`config.mk`:
```
export PLATFORM = sky130hd
export DESIGN_NAME = spg_amp
export DESIGN_NICKNAME = d
export VERILOG_FILES = /design/src/rtl/core/spg_pkg.sv /design/src/rtl/core/spg_amp.sv
export SDC_FILE = /design/constraint.sdc
export NUM_CORES = 1
export LEC_CHECK = 0
export BUFFER_PORTS_ARGS = -buffer_cell sky130_fd_sc_hd__buf_2
export CORE_MARGIN = 1
export CORE_UTILIZATION = 35
export DETAILED_ROUTE_END_ITERATION = 8
export SYNTH_ARGS = -nofsm -noshare
export SYNTH_HDL_FRONTEND = slang
export SYNTH_SLANG_ARGS = --single-unit
```
`constraint.sdc`:
```
create_clock -name vclk -period 5.4
set_input_delay 0.27 -clock vclk [all_inputs]
set_output_delay 0.27 -clock vclk [all_outputs]
set_load 0.005 [all_outputs]
```
`src/rtl/core/spg_pkg.sv`:
```
package spg_pkg;

  localparam int unsigned IDX_W = 16;
  localparam int unsigned LEN_W = 17;

  typedef enum logic [1:0] {
    CMD_NONE   = 2'd0,
    CMD_START  = 2'd1,
    CMD_TOGGLE = 2'd2,
    CMD_REPORT = 2'd3
  } cmd_e;

  typedef enum logic [2:0] {
    EV_NONE    = 3'd0,
    EV_STARTED = 3'd1,
    EV_PAUSED  = 3'd2,
    EV_RESUMED = 3'd3,
    EV_INDEX   = 3'd4
  } event_e;

  // Config register indexes
  localparam logic [1:0] CFG_GAIN     = 2'd0;
  localparam logic [1:0] CFG_MIDPOINT = 2'd1;
  localparam logic [1:0] CFG_LENGTH   = 2'd2;

  localparam logic [3:0]       GAIN_RST   = 4'd2;
  localparam logic [7:0]       MID_RST    = 8'd121;
  localparam logic [LEN_W-1:0] LENGTH_RST = 17'h10000;
  localparam logic [7:0]       LEVEL_MAX  = 8'd255;

  // Per-item control word handed from the command stage to the level stage
  typedef struct packed {
    logic             is_load;
    logic             play;
    event_e           kind;
    logic [IDX_W-1:0] index;
  } ctrl_t;

endpackage

```
`src/rtl/core/spg_amp.sv`:
```
module spg_amp
  import spg_pkg::*;
(
  input  logic [7:0] sample_i,
  input  logic [7:0] midpoint_i,
  input  logic [3:0] gain_i,
  output logic [7:0] level_o
);

  logic signed [8:0]  dev;
  logic signed [13:0] prod;
  logic signed [14:0] sum;

  always_comb begin
    dev  = $signed({1'b0, sample_i}) - $signed({1'b0, midpoint_i});
    prod = dev * $signed({1'b0, gain_i});
    sum  = 15'(prod) + $signed({7'd0, midpoint_i});
    if (sum < 0) begin
      level_o = '0;
    end else if (sum > $signed({7'd0, LEVEL_MAX})) begin
      level_o = LEVEL_MAX;
    end else begin
      level_o = sum[7:0];
    end
  end

endmodule

```
; Word level (Yosys, flattened, before mapping)
; Cells that the tools add are included.
[classes]
n_lt_le_gt_ge = 2
mux = 2
add_sub_neg = 2
multipliers = 1
[ops]
columns = operator, count
row1 = $mux 8, 2
row2 = $add 14x9->15, 1
row3 = $gt 15x9->1 const B, 1
row4 = $lt 15x1->1 const B, 1
row5 = $mul 9x5->14, 1
row6 = $sub 8x8->9, 1
[totals]
elab_cells = 7
register_bits = 0
input_bits = 20
out_inout_bits = 8

; Depth between registers and ports, before layout
[depth]
depth_word = 6
depth_mapped = 22
ltp_nobuf = 22

; Worst setup path after synthesis
; Ideal clock, no wire load.
[synth_path]
kind = input to output
from = input sample_i[0]
to = output level_o[4]
t_arrival_ns = 5.444
stages = 20
path_buffers = 0
setup_slack_ns = -0.314
t_required_ns = 5.130
cell_sequence = inv_1 ha_1 fa_1 nor2b_1 o21ai_0 a21boi_0 o21a_1 nor3_1 or3b_2 fa_1 fa_1 inv_1 fa_1 ha_1 a21o_1 a221o_1 a311o_1 a2111oi_4 nand3_2 o21a_1
[synth_via]
elab_chain_cells = 6
elab_cells_between_ends = 7
classes_between = add/sub (2) / mul (1) / order compare (2) / mux (2)
[synth_rtl]
columns = item, line_no
row1 = from (decl), spg_amp.sv:4  ; input logic [7:0] sample_i,
row2 = $sub 8x8->9 *, spg_amp.sv:15  ; dev = $signed({1'b0, sample_i}) - $signed({1'b0, midpoint_i});
row3 = $mul 9x5->14 *, spg_amp.sv:16  ; prod = dev * $signed({1'b0, gain_i});
row4 = $add 14x9->15 *, spg_amp.sv:17  ; sum = 15'(prod) + $signed({7'd0, midpoint_i});
row5 = $gt 15x9->1, spg_amp.sv:20  ; end else if (sum > $signed({7'd0, LEVEL_MAX})) begin
row6 = $mux 8, spg_amp.sv:20
row7 = $mux 8 *, spg_amp.sv:18  ; if (sum < 0) begin
row8 = to (decl), spg_amp.sv:7  ; output logic [7:0] level_o
; Mark *: on every way between the ends. The rest lies on a longest branch, timed or not.

; Worst setup path in the final report
[layout_path]
from = input sample_i[0]
to = output level_o[7]
; Same word-level chain as after synthesis.

==> key figures <==
Worst setup path
  • Crit start category: input pin
  • WP data arrival: 5360 ps
  • CP startpoint: sample_i[0]
  • Crit path capture: level_o[7]
  • CP Class: input pin to primary output
  • Data required, critical path: ~5000 ps
  • CP Capture Type: primary output
  • Worst Path Max Fanout: 8

Yosys
  • Register area share after synthesis: 0%
  • Netlist Area Pre-Place: 2210 sq um
  • Post-synthesis mux area share: 3.18%
  • Post-synthesis cell type count: 39
  • Compound-gate portion of the synthesized area: between 10% and 20%
  • Mapped Cells: 270
  • Yosys warning total: 0
  • Simple-gate share of the synthesized area: 19.4%
  • Adder-Cell Fraction of Synth Area: 47.0%
  • Largest family of logic cells by synthesized area: adder cells
  • Synth Net Count: 356
  • Synthesized area per cell: 8.17 sq um
  • Xor and xnor fraction of the mapped netlist area: 2.78%

Floorplan
  • Core area: 5990 sq um
  • Die H: 81.4 um
  • Starting Density: a little under two fifths
  • Die area: 6620 sq um
  • IO Pins: 28
  • FP Rows: 28
  • Die width: 81.4 um

Job
  • Max_cap viols: 0

Finish
  • N_diodes: 0
  • Register area: 0 sq um
  • Share of post-route cells with drive strength above 1: 27.3%
  • Flip-flop and latch count: 0
  • Area growth from synthesis to layout: 29.8%
  • # nets final: around 420
  • Post-route cell area: around 2900 sq um
  • # clk buffers: 0

Timing
  • RSZ-0062 raised after global routing: yes
  • Max-slew headroom: 74.7%
  • Final period util: 104%
  • Final hold violations: 0
  • Worst-Margin Slew: approximately 380 ps
  • Fin crit period: 5630 ps
  • Achievable frequency: 0.178 GHz
  • Number of setup violations in the final report: 8
  • Max Slew Vio Count: 0
  • Setup WS post-layout: -232 ps
  • Setup TNS: -1800 ps

Placed design
  • Dpl hpwl: 3970 um
  • PortBufs: 28
  • Final RePlAce weighted congestion: 0.864
  • Area post-placement: 2770 sq um

Power
  • Sw frac: 49.0%
  • Leakage: 1.52 nW
  • NetSw: 0.000652 W
  • Total power: 0.00133 W
  • Logic pwr share: 100.0%
  • Clock power share: 0%
  • Internal power: 0.000679 W
  • Cell Pwr Density: 465 nW/um^2
  • VDD IR-drop max: between 0.3 and 0.4 mV
  • Seq pwr share: 0%

Route
  • Antenna viol nets, final: 0
  • Initial DRT Pass Iterations: 4
  • Drt wl/cell: 11.2 um
  • First DRT Iteration DRCs: 46
  • Vias/cell: 4.86
  • Total Wirelength: between 4000 and 5000 um
  • DRC viols: 0
  • Via count: between 1.5k and 2k

Outcome
  • Outcome: finished with violations
  • Failing checks: negative setup slack

Global route
  • First-pass GRT wire length: 8350 um
  • Total GRT Usage: 15.3%
  • Largest net degree at the start of global routing: 12
  • Antenna violations before repair: 0
  • Vias in the first global route: 2112
  • Remaining Overflow, GRT: 0

CTS
  • Hold-fix buffers, CTS: 0

Hold path
  • Hold crit path type: input pin to primary output
==> stage by stage <==
step	std cells	setup WS (ps)	utilization, %	hold slack [ps]
detailed placement	405	-381	46.2	1030
global route	408	-453	47.8	1050
global placement	405	-274	46.2	1040
finish	408	-232	47.8	1020
floorplan	270	41.8	-	755
CTS	407	-286	47.1	1020
==> power by group through the flow <==
stage	Sequential [W]	Clock (W)	Combinational, W
2_1_floorplan	0	0	0.000869
3_3_place_gp	0	0	0.00129
3_5_place_dp	0	0	0.00130
4_1_cts	0	0	0.00131
5_1_grt	0	0	0.00152
6_report	0	0	0.00133
==> critical path, stage by stage <==
cell       delay [ps]
buf_6             100
inv_4              50
ha_4              140
fa_2              210
nor2b_1            50
o21ai_1           170
a21boi_1          100
o21a_2            240
o21a_1            210
or3b_4            400
fa_1              460
fa_1              490
inv_1              50
fa_1              510
ha_4              210
a21o_1            150
a221o_1           330
a311o_1           370
a2111oi_4         360
nand3_4           160
o21a_1            210
buf_2             120
==> worst min-delay path by stage <==
stage	endpoint	depth (start not counted)	slack, ps	from
after global routing	level_o[0]	5	1050	midpoint_i[0]
after detailed placement	level_o[0]	5	1030	midpoint_i[0]
after CTS	level_o[0]	5	1020	midpoint_i[0]
after floorplan	level_o[0]	2	750	midpoint_i[0]
final	level_o[0]	5	1020	midpoint_i[0]
after global placement	level_o[0]	5	1040	midpoint_i[0]
==> layer usage <==
metal / GRT usage (%) / vias to the layer above / wire length (um)
met1: 17.9 / 948 / 2060
met5: 0 / - / 0
met3: 0.225 / 0 / 79
li1: - / 1014 / -
met4: 0 / 0 / 0
met2: 32.1 / 21 / 2420
==> synth_stat cells <==
cell type  number  area (sq um)
inv_1          60           225
ha_1           38           475
fa_1           28           561
nand2_1        12          45.0
nor2b_1        11          68.8
o21a_1         11          82.6
nor2_1         10          37.5
and2_1          9          56.3
and3_1          8          50.1
mux2i_1         7          70.1
o21ai_0         7          35.0
a21oi_1         6          30.0
clkbuf_1        6          22.5
nand3_1         6          30.0
nor3b_1         6          45.0
a21o_1          5          37.5
nand2b_1        5          31.3
xor2_1          4          35.0
a211oi_1        3          22.5
a21boi_0        3          22.5
o211ai_1        3          22.5
xnor2_1         3          26.3
nor3_1          2          10.0
o21bai_1        2          15.0
a2111oi_4       1          27.5
a221o_1         1          10.0
a221oi_1        1          8.76
a311o_1         1          10.0
a31oi_1         1          6.26
a41oi_1         1          8.76
and2b_1         1          7.51
and3b_1         1          8.76
nand3_2         1          10.0
nand4_1         1          6.26
o31ai_1         1          7.51
o41ai_2         1          16.3
or2_2           1          6.26
or3_1           1          6.26
or3b_2          1          8.76
==> final cells by class <==
cell class | count | area (sq um)
fill | 587 | 3130
inverter | 60 | 230
multi-input combinational | 204 | 2080
tap | 75 | 93.8
timing repair buffer | 69 | 460
==> cells in the final DEF (no fill, tap or decap), types with 2 or more instances in the layout <==
| cell type | count |
|---|---|
| o21ai_0 | 5 |
| and2_1 | 9 |
| mux2i_1 | 7 |
| ha_4 | 5 |
| a21boi_1 | 2 |
| and3_1 | 7 |
| nor3b_1 | 5 |
| nor2b_1 | 11 |
| buf_4 | 41 |
| xor2_1 | 4 |
| o21a_1 | 10 |
| a21o_1 | 5 |
| nand2_1 | 12 |
| buf_6 | 2 |
| nand2b_1 | 5 |
| nor2_1 | 10 |
| buf_2 | 26 |
| inv_1 | 55 |
| inv_2 | 3 |
| nand3_1 | 6 |
| o21ai_1 | 2 |
| a211oi_1 | 2 |
| xnor2_1 | 3 |
| a21oi_1 | 6 |
| ha_1 | 33 |
| inv_4 | 2 |
| fa_1 | 27 |
| o21bai_1 | 2 |
| o211ai_1 | 3 |
==> timing repair <==
action                     CTS  global route
buffers inserted             2             1
pin swaps                    7             5
setup endpoints to repair    8             8
resized for setup            8             7
==> cells by family after synthesis <==
group | after synthesis
AOI/OAI and AO/OA | 48
xor gates and xnor gates | 7
adders and majority gates | 66
buffers and inverters | 66
muxes | 7
and+or+nand+nor | 76
(Power assumes the default switching activity.)
