## src/rtl/core/spg_pkg.sv

```systemverilog
package spg_pkg;

  localparam int unsigned IDX_W = 16;
  localparam int unsigned LEN_W = 17;

  typedef enum logic [1:0] {
    CMD_NONE   = 2'd0,
    CMD_START  = 2'd1,
    CMD_TOGGLE = 2'd2,
    CMD_REPORT = 2'd3
  } cmd_e;

  typedef enum logic [2:0] {
    EV_NONE    = 3'd0,
    EV_STARTED = 3'd1,
    EV_PAUSED  = 3'd2,
    EV_RESUMED = 3'd3,
    EV_INDEX   = 3'd4
  } event_e;

  // Config register indexes
  localparam logic [1:0] CFG_GAIN     = 2'd0;
  localparam logic [1:0] CFG_MIDPOINT = 2'd1;
  localparam logic [1:0] CFG_LENGTH   = 2'd2;

  localparam logic [3:0]       GAIN_RST   = 4'd2;
  localparam logic [7:0]       MID_RST    = 8'd121;
  localparam logic [LEN_W-1:0] LENGTH_RST = 17'h10000;
  localparam logic [7:0]       LEVEL_MAX  = 8'd255;

  // Per-item control word handed from the command stage to the level stage
  typedef struct packed {
    logic             is_load;
    logic             play;
    event_e           kind;
    logic [IDX_W-1:0] index;
  } ctrl_t;

endpackage

```

## src/rtl/core/spg_ctrl.sv

```systemverilog
module spg_ctrl
  import spg_pkg::*;
(
  input  logic             clk_i,
  input  logic             rst_ni,
  input  logic             accept_i,
  input  logic             req_type_i,
  input  logic [1:0]       command_i,
  input  logic [LEN_W-1:0] play_length_i,
  output logic             rd_en_o,
  output logic [IDX_W-1:0] rd_index_o,
  output ctrl_t            item_o
);

  logic             started_q, started_d;
  logic             paused_q, paused_d;
  logic [IDX_W-1:0] index_q, index_d;
  logic [LEN_W-1:0] next_idx;
  logic             play;
  cmd_e             cmd;

  assign cmd = cmd_e'(command_i);

  always_comb begin
    started_d   = started_q;
    paused_d    = paused_q;
    item_o.kind = EV_NONE;
    item_o.index = '0;
    case (cmd)
      CMD_START: begin
        if (!started_q) begin
          started_d   = 1'b1;
          paused_d    = 1'b0;
          item_o.kind = EV_STARTED;
        end
      end
      CMD_TOGGLE: begin
        if (started_q) begin
          paused_d    = !paused_q;
          item_o.kind = paused_q ? EV_RESUMED : EV_PAUSED;
        end
      end
      CMD_REPORT: begin
        if (started_q) begin
          item_o.kind  = EV_INDEX;
          item_o.index = index_q;
        end
      end
      default: ;
    endcase
    if (req_type_i) begin
      started_d    = started_q;
      paused_d     = paused_q;
      item_o.kind  = EV_NONE;
      item_o.index = '0;
    end
    item_o.is_load = req_type_i;
    item_o.play    = !req_type_i && started_d && !paused_d;
  end

  assign play = item_o.play;

  // wrap at play_length; a length above 2^16 wraps through the index width
  assign next_idx = {1'b0, index_q} + LEN_W'(1);
  assign index_d  = (next_idx >= play_length_i) ? '0 : next_idx[IDX_W-1:0];

  assign rd_en_o    = accept_i && play;
  assign rd_index_o = index_q;

  always_ff @(posedge clk_i or negedge rst_ni) begin
    if (!rst_ni) begin
      started_q <= 1'b0;
      paused_q  <= 1'b0;
      index_q   <= '0;
    end else if (accept_i && !req_type_i) begin
      started_q <= started_d;
      paused_q  <= paused_d;
      if (play) begin
        index_q <= index_d;
      end
    end
  end

endmodule

```

## config.mk

```make
export PLATFORM = sky130hd
export DESIGN_NAME = spg_ctrl
export DESIGN_NICKNAME = d
export VERILOG_FILES = /design/src/rtl/core/spg_pkg.sv /design/src/rtl/core/spg_ctrl.sv
export SDC_FILE = /design/constraint.sdc
export NUM_CORES = 1
export LEC_CHECK = 0
export ABC_AREA = 0
export BUFFER_PORTS_ARGS = -buffer_cell sky130_fd_sc_hd__buf_2
export CAP_MARGIN = 10
export CORE_MARGIN = 2
export CORE_UTILIZATION = 35
export CTS_CLUSTER_SIZE = 28
export DETAILED_ROUTE_END_ITERATION = 8
export SETUP_SLACK_MARGIN = 0.02
export SLEW_MARGIN = 20
export SYNTH_ARGS = -nofsm -noshare
export SYNTH_HDL_FRONTEND = slang
export SYNTH_SLANG_ARGS = --single-unit
```

## constraint.sdc

```tcl
create_clock -name clk_i -period 3.8 [get_ports clk_i]
set_input_delay 0.76 -clock clk_i [delete_from_list [all_inputs] [get_ports clk_i]]
set_output_delay 0.76 -clock clk_i [all_outputs]
set_load 0.02 [all_outputs]
```

Word level (Yosys, flattened, before mapping) --
Cells that the tools add are included.
Word-level totals: input port bits 23, output and inout bits 38, register bits after elaboration 18
Operators by class: reduce and logical (&&, ||, !) cells 8, magnitude comparators 1, equality and inequality tests 3, add/subtract/negate cells 1, muxes and demuxes 14
Operator list (number):
- $mux 19 | 2
- $mux 16 | 2
- $add 16x1->17 const B | 1
- $ge 17x17->1 | 1
- $pmux 3 s3 | 1
- $mux 1 | 7
- $eq 2x2->1 const B | 2
- $logic_and 1x1->1 | 4
- $logic_not 1->1 | 3
- $eq 2x1->1 const B | 1
- $mux 2 | 1
- $pmux 1 s2 | 1
- $reduce_and 2->1 | 1

Depth between registers and ports, before layout --
word-level depth 7, mapped depth 15, depth with buffers taken out 13

Worst setup path after synthesis --
OpenSTA, ideal clock, no wires.
kind register -> register, start register index_q[0], in the netlist rd_index_o[0], end register index_q[11], in the netlist rd_index_o[11], arrival 3.134 ns, path slack 0.585 ns, required time 3.720 ns, stages on the path, launching flop included 15, clock period less this slack 3.215 ns, path through dfrtp_1 ha_1 nand2_1 or3_1 clkbuf_1 nor2_1 xor2_1 ha_1 nand4_1 nor3_1 a221oi_1 o211ai_1 buf_2 or4_4 o211ai_2
Between the ends: word-level cells in the longest chain between the ends 3
Ends and longest elaborated chain:
- start, declared | line spg_ctrl.sv:17 | logic [IDX_W-1:0] index_q, index_d;
- start signal, assigned | line spg_ctrl.sv:79 | index_q <= index_d;
- $add 16x1->17 * | line spg_ctrl.sv:64 | assign next_idx = {1'b0, index_q} + LEN_W'(1);
- $ge 17x17->1 | line spg_ctrl.sv:65 | assign index_d = (next_idx >= play_length_i) ? '0 : next_idx[IDX_W-1:0];
- $mux 16 * | line spg_ctrl.sv:65
Mark *: on every way between the ends. The rest lies on a longest branch, timed or not. A chain may end at the register's enable or synchronous reset.

Worst setup path after layout --
start register index_q[5], in the netlist rd_index_o[5], end register index_q[2], in the netlist rd_index_o[2]
Between the ends: word-level cells in the longest chain between the ends 3
Ends and longest elaborated chain (line):
- $add 16x1->17 | spg_ctrl.sv:64
- $ge 17x17->1 | spg_ctrl.sv:65
- $mux 16 | spg_ctrl.sv:65
No other way between the ends.

==> results.cfg <==
[drt]
wl_met1_um = 2218
drt-total-wl_um = 4579
remaining_drc_errors = 0
routed_via_density = 4.887
dr_wl_met2_um = 2096
drtPass1Iterations = 4
met3WireLength_um = 206
antenna_left = 0
top_layer_used = met4
drtIter0Drc = 91
wire_per_inst_um = 12.97
vias = 1725

[synth]
ys.flop_type = dfrtp_1
synth_top_area_cell = dfrtp_1
synth_top_area_frac = 0.2532
seq_area_frac_synth = 0.2532
synth_warnings = 0
synth-edff-count = 0
synth_area_leaders = dfrtp_1 25%, ha_1 16%, nand2_1 5.9%
synth_cell_type_count = 44
ys_ff_latch = 18
synth_cells = 220
syn_area_um2 = 1779
syn_avg_cell_area_um2 = 8.087
ys_async_sr_fraction = 1.000
syn-num-nets = 266

[grt]
antenna_found_initial = 0
grt_pass1_wl_um = 7251
grt_max_degree = 21
grt_pass1_vias = 1581
gr-usage-all-layers = 0.1641
gr-total-overflow = 0

[critical_path]
crit_type = reg -> reg
crit_path_end_kind = register
path_delay_family = simple AND/OR/NAND/NOR gates
critPathRequiredTime_ns = 4.00
path_cells = and4_1 > and3_1 > and2b_2 > nand3_1 > xor2_1 > inv_1 > ha_1 > a21oi_1 > nand2_1 > a221oi_2 > o211ai_1 > buf_4 > or4b_1 > a21bo_2
critical_path_arrival_ns = 3.64
crit_fanout = 9
slowest_delay_ns = 0.46
setup.worst_path.start_class = register
path_buf_inv = 2
cp_slowest_cell = or4b_1

[timing]
worstMarginPinSlew_ns = 0.5844
max-slew-margin-rel = 0.6087
min_period_ns = 3.443
fmax_mhz = 290.5
setup_viol_count_final = 0
fin_skew_ns = 0.005197
worst_slack_ns = 0.3574
hold_violations = 0
finalSetupTns_ns = 0
drv_slew = 0
rsz0062_at_grt = false
finalCritPeriodShare = 0.9059

[floorplanning]
core_um2 = 4817
die_w_um = 75.30
die_y_um = 75.30
dieArea_um2 = 5670
ios = 61
num_rows = 25
initial_core_util = 0.3694

[run_status]
outcome = complete, no violations

[cells_and_area]
final_layout_size_suffix_gt1_frac = 0.3147
final_nets = 334
final_common_cell = buf_2
final_util = 0.4704
n_antenna_cell = 0
area_growth_pct = 27.36
fin_area_um2 = 2266
mostFrequentLayoutCells = 60 x buf_2, 28 x nand2_1, 23 x ha_1, 22 x inv_1, 17 x dfrtp_1

[job]
drv_cap = 0

[cts]
tritoncts = yes
clk_latency_ns = 0.25
clk_pin_slew_ns = 0.07
clock_path_buffers = 2
cts_made_buffers = 3
htree_levels = 1
clock-sinks = 18
ctsRootBufferMaster = clkbuf_8
cts-hold-fix-buffers = 0

[placed_design]
place_area_um2 = 2205
place_hpwl_um = 3673
dpl_worst_slack_ns = 0.2630
io_buffers = 60
gp_congestion = 0.8078

[power]
ir_drop_v = 0.0001607
p_per_area_nw_per_um2 = 347.3
p_leak_uw = 0.001219
total_power_uw = 786.9

[worst_hold_path]
hold_path.class = in -> async
-- per-stage QoR --
| step | hold WS (ns) | std cells |
|---|---|---|
| after floorplan | 0.4644 | 220 |
| after global placement | 0.5310 | 349 |
| after detailed placement | 0.5321 | 349 |
| after CTS | 0.4517 | 352 |
| after global routing | 0.4621 | 353 |
| final | 0.4314 | 353 |
-- state kept, by name, indices dropped and copies added (netlist names) --
| signal | flops |
|---|---|
| rd_index_o | 16 |
| paused_q | 1 |
| started_q | 1 |
-- path summary, 6_finish.rpt --
kind,depth (start not counted),end,slack (ns),from
worst min-delay path,1,rd_index_o[8],0.43,rst_ni
min in group clk_i,1,paused_q,0.55,paused_q
worst min register to register,1,paused_q,0.55,paused_q
worst max register to register,14,rd_index_o[2],0.36,rd_index_o[5]
worst max-delay path,14,rd_index_o[2],0.36,rd_index_o[5]
max in group asynchronous,1,rd_index_o[1],3.04,rst_ni
-- kinds of logic after synthesis --
group / synth area share
buffers and inverters: 0.08298
adder cells (fa/ha/maj): 0.1617
AND/OR/NAND/NOR: 0.2792
multiplexers: 0.01266
flip-flops: 0.2532
XOR/XNOR: 0.06399
AO/OA/AOI/OAI: 0.1463
-- synthesized netlist by cell type, types with 2 or more instances --
master and count:
nand4_1 5, o31ai_1 2, nor3_1 6, nor2b_1 3, nand3_1 9, clkbuf_1 4
and4_1 2, mux2_2 2, xnor2_1 9, ha_1 23, buf_4 2, a21oi_1 6
nand2_1 28, or3_1 2, a22o_1 4, o21ai_0 13, dfrtp_1 18, inv_1 22
and2_1 16, nor2_1 9, and3_1 5, nor3b_1 2, buf_2 4, xor2_1 4
-- where the power goes --
group / internal, uW / switching (uW) / total, uW
registers: 225 / 31.1 / 256
logic: 165 / 234 / 398
clock network: 70.4 / 62.4 / 133
-- area by class of cell --
type                    instances  area (um2)
well taps                      67       83.83
repair buffers                 74       405.4
clock buffers                   3       41.29
fillers                       497        2551
multi-input cells             168        1197
flip-flops and latches         18       451.7
inverters                      23       86.33
-- per-layer routing --
metal | global-route usage | vias to the layer above
li1 | - | 888
met5 | 0 | -
met2 | 0.2676 | 50
met1 | 0.2322 | 780
met3 | 0.03042 | 7
met4 | 0.02534 | 0
-- what timing repair did --
item / 4_1_cts / 5_1_grt
buffers inserted: 0 / 1
gates resized for setup: 0 / 3
setup endpoints to repair: 0 / 1
Note: power is estimated with default switching activity, not from simulation.
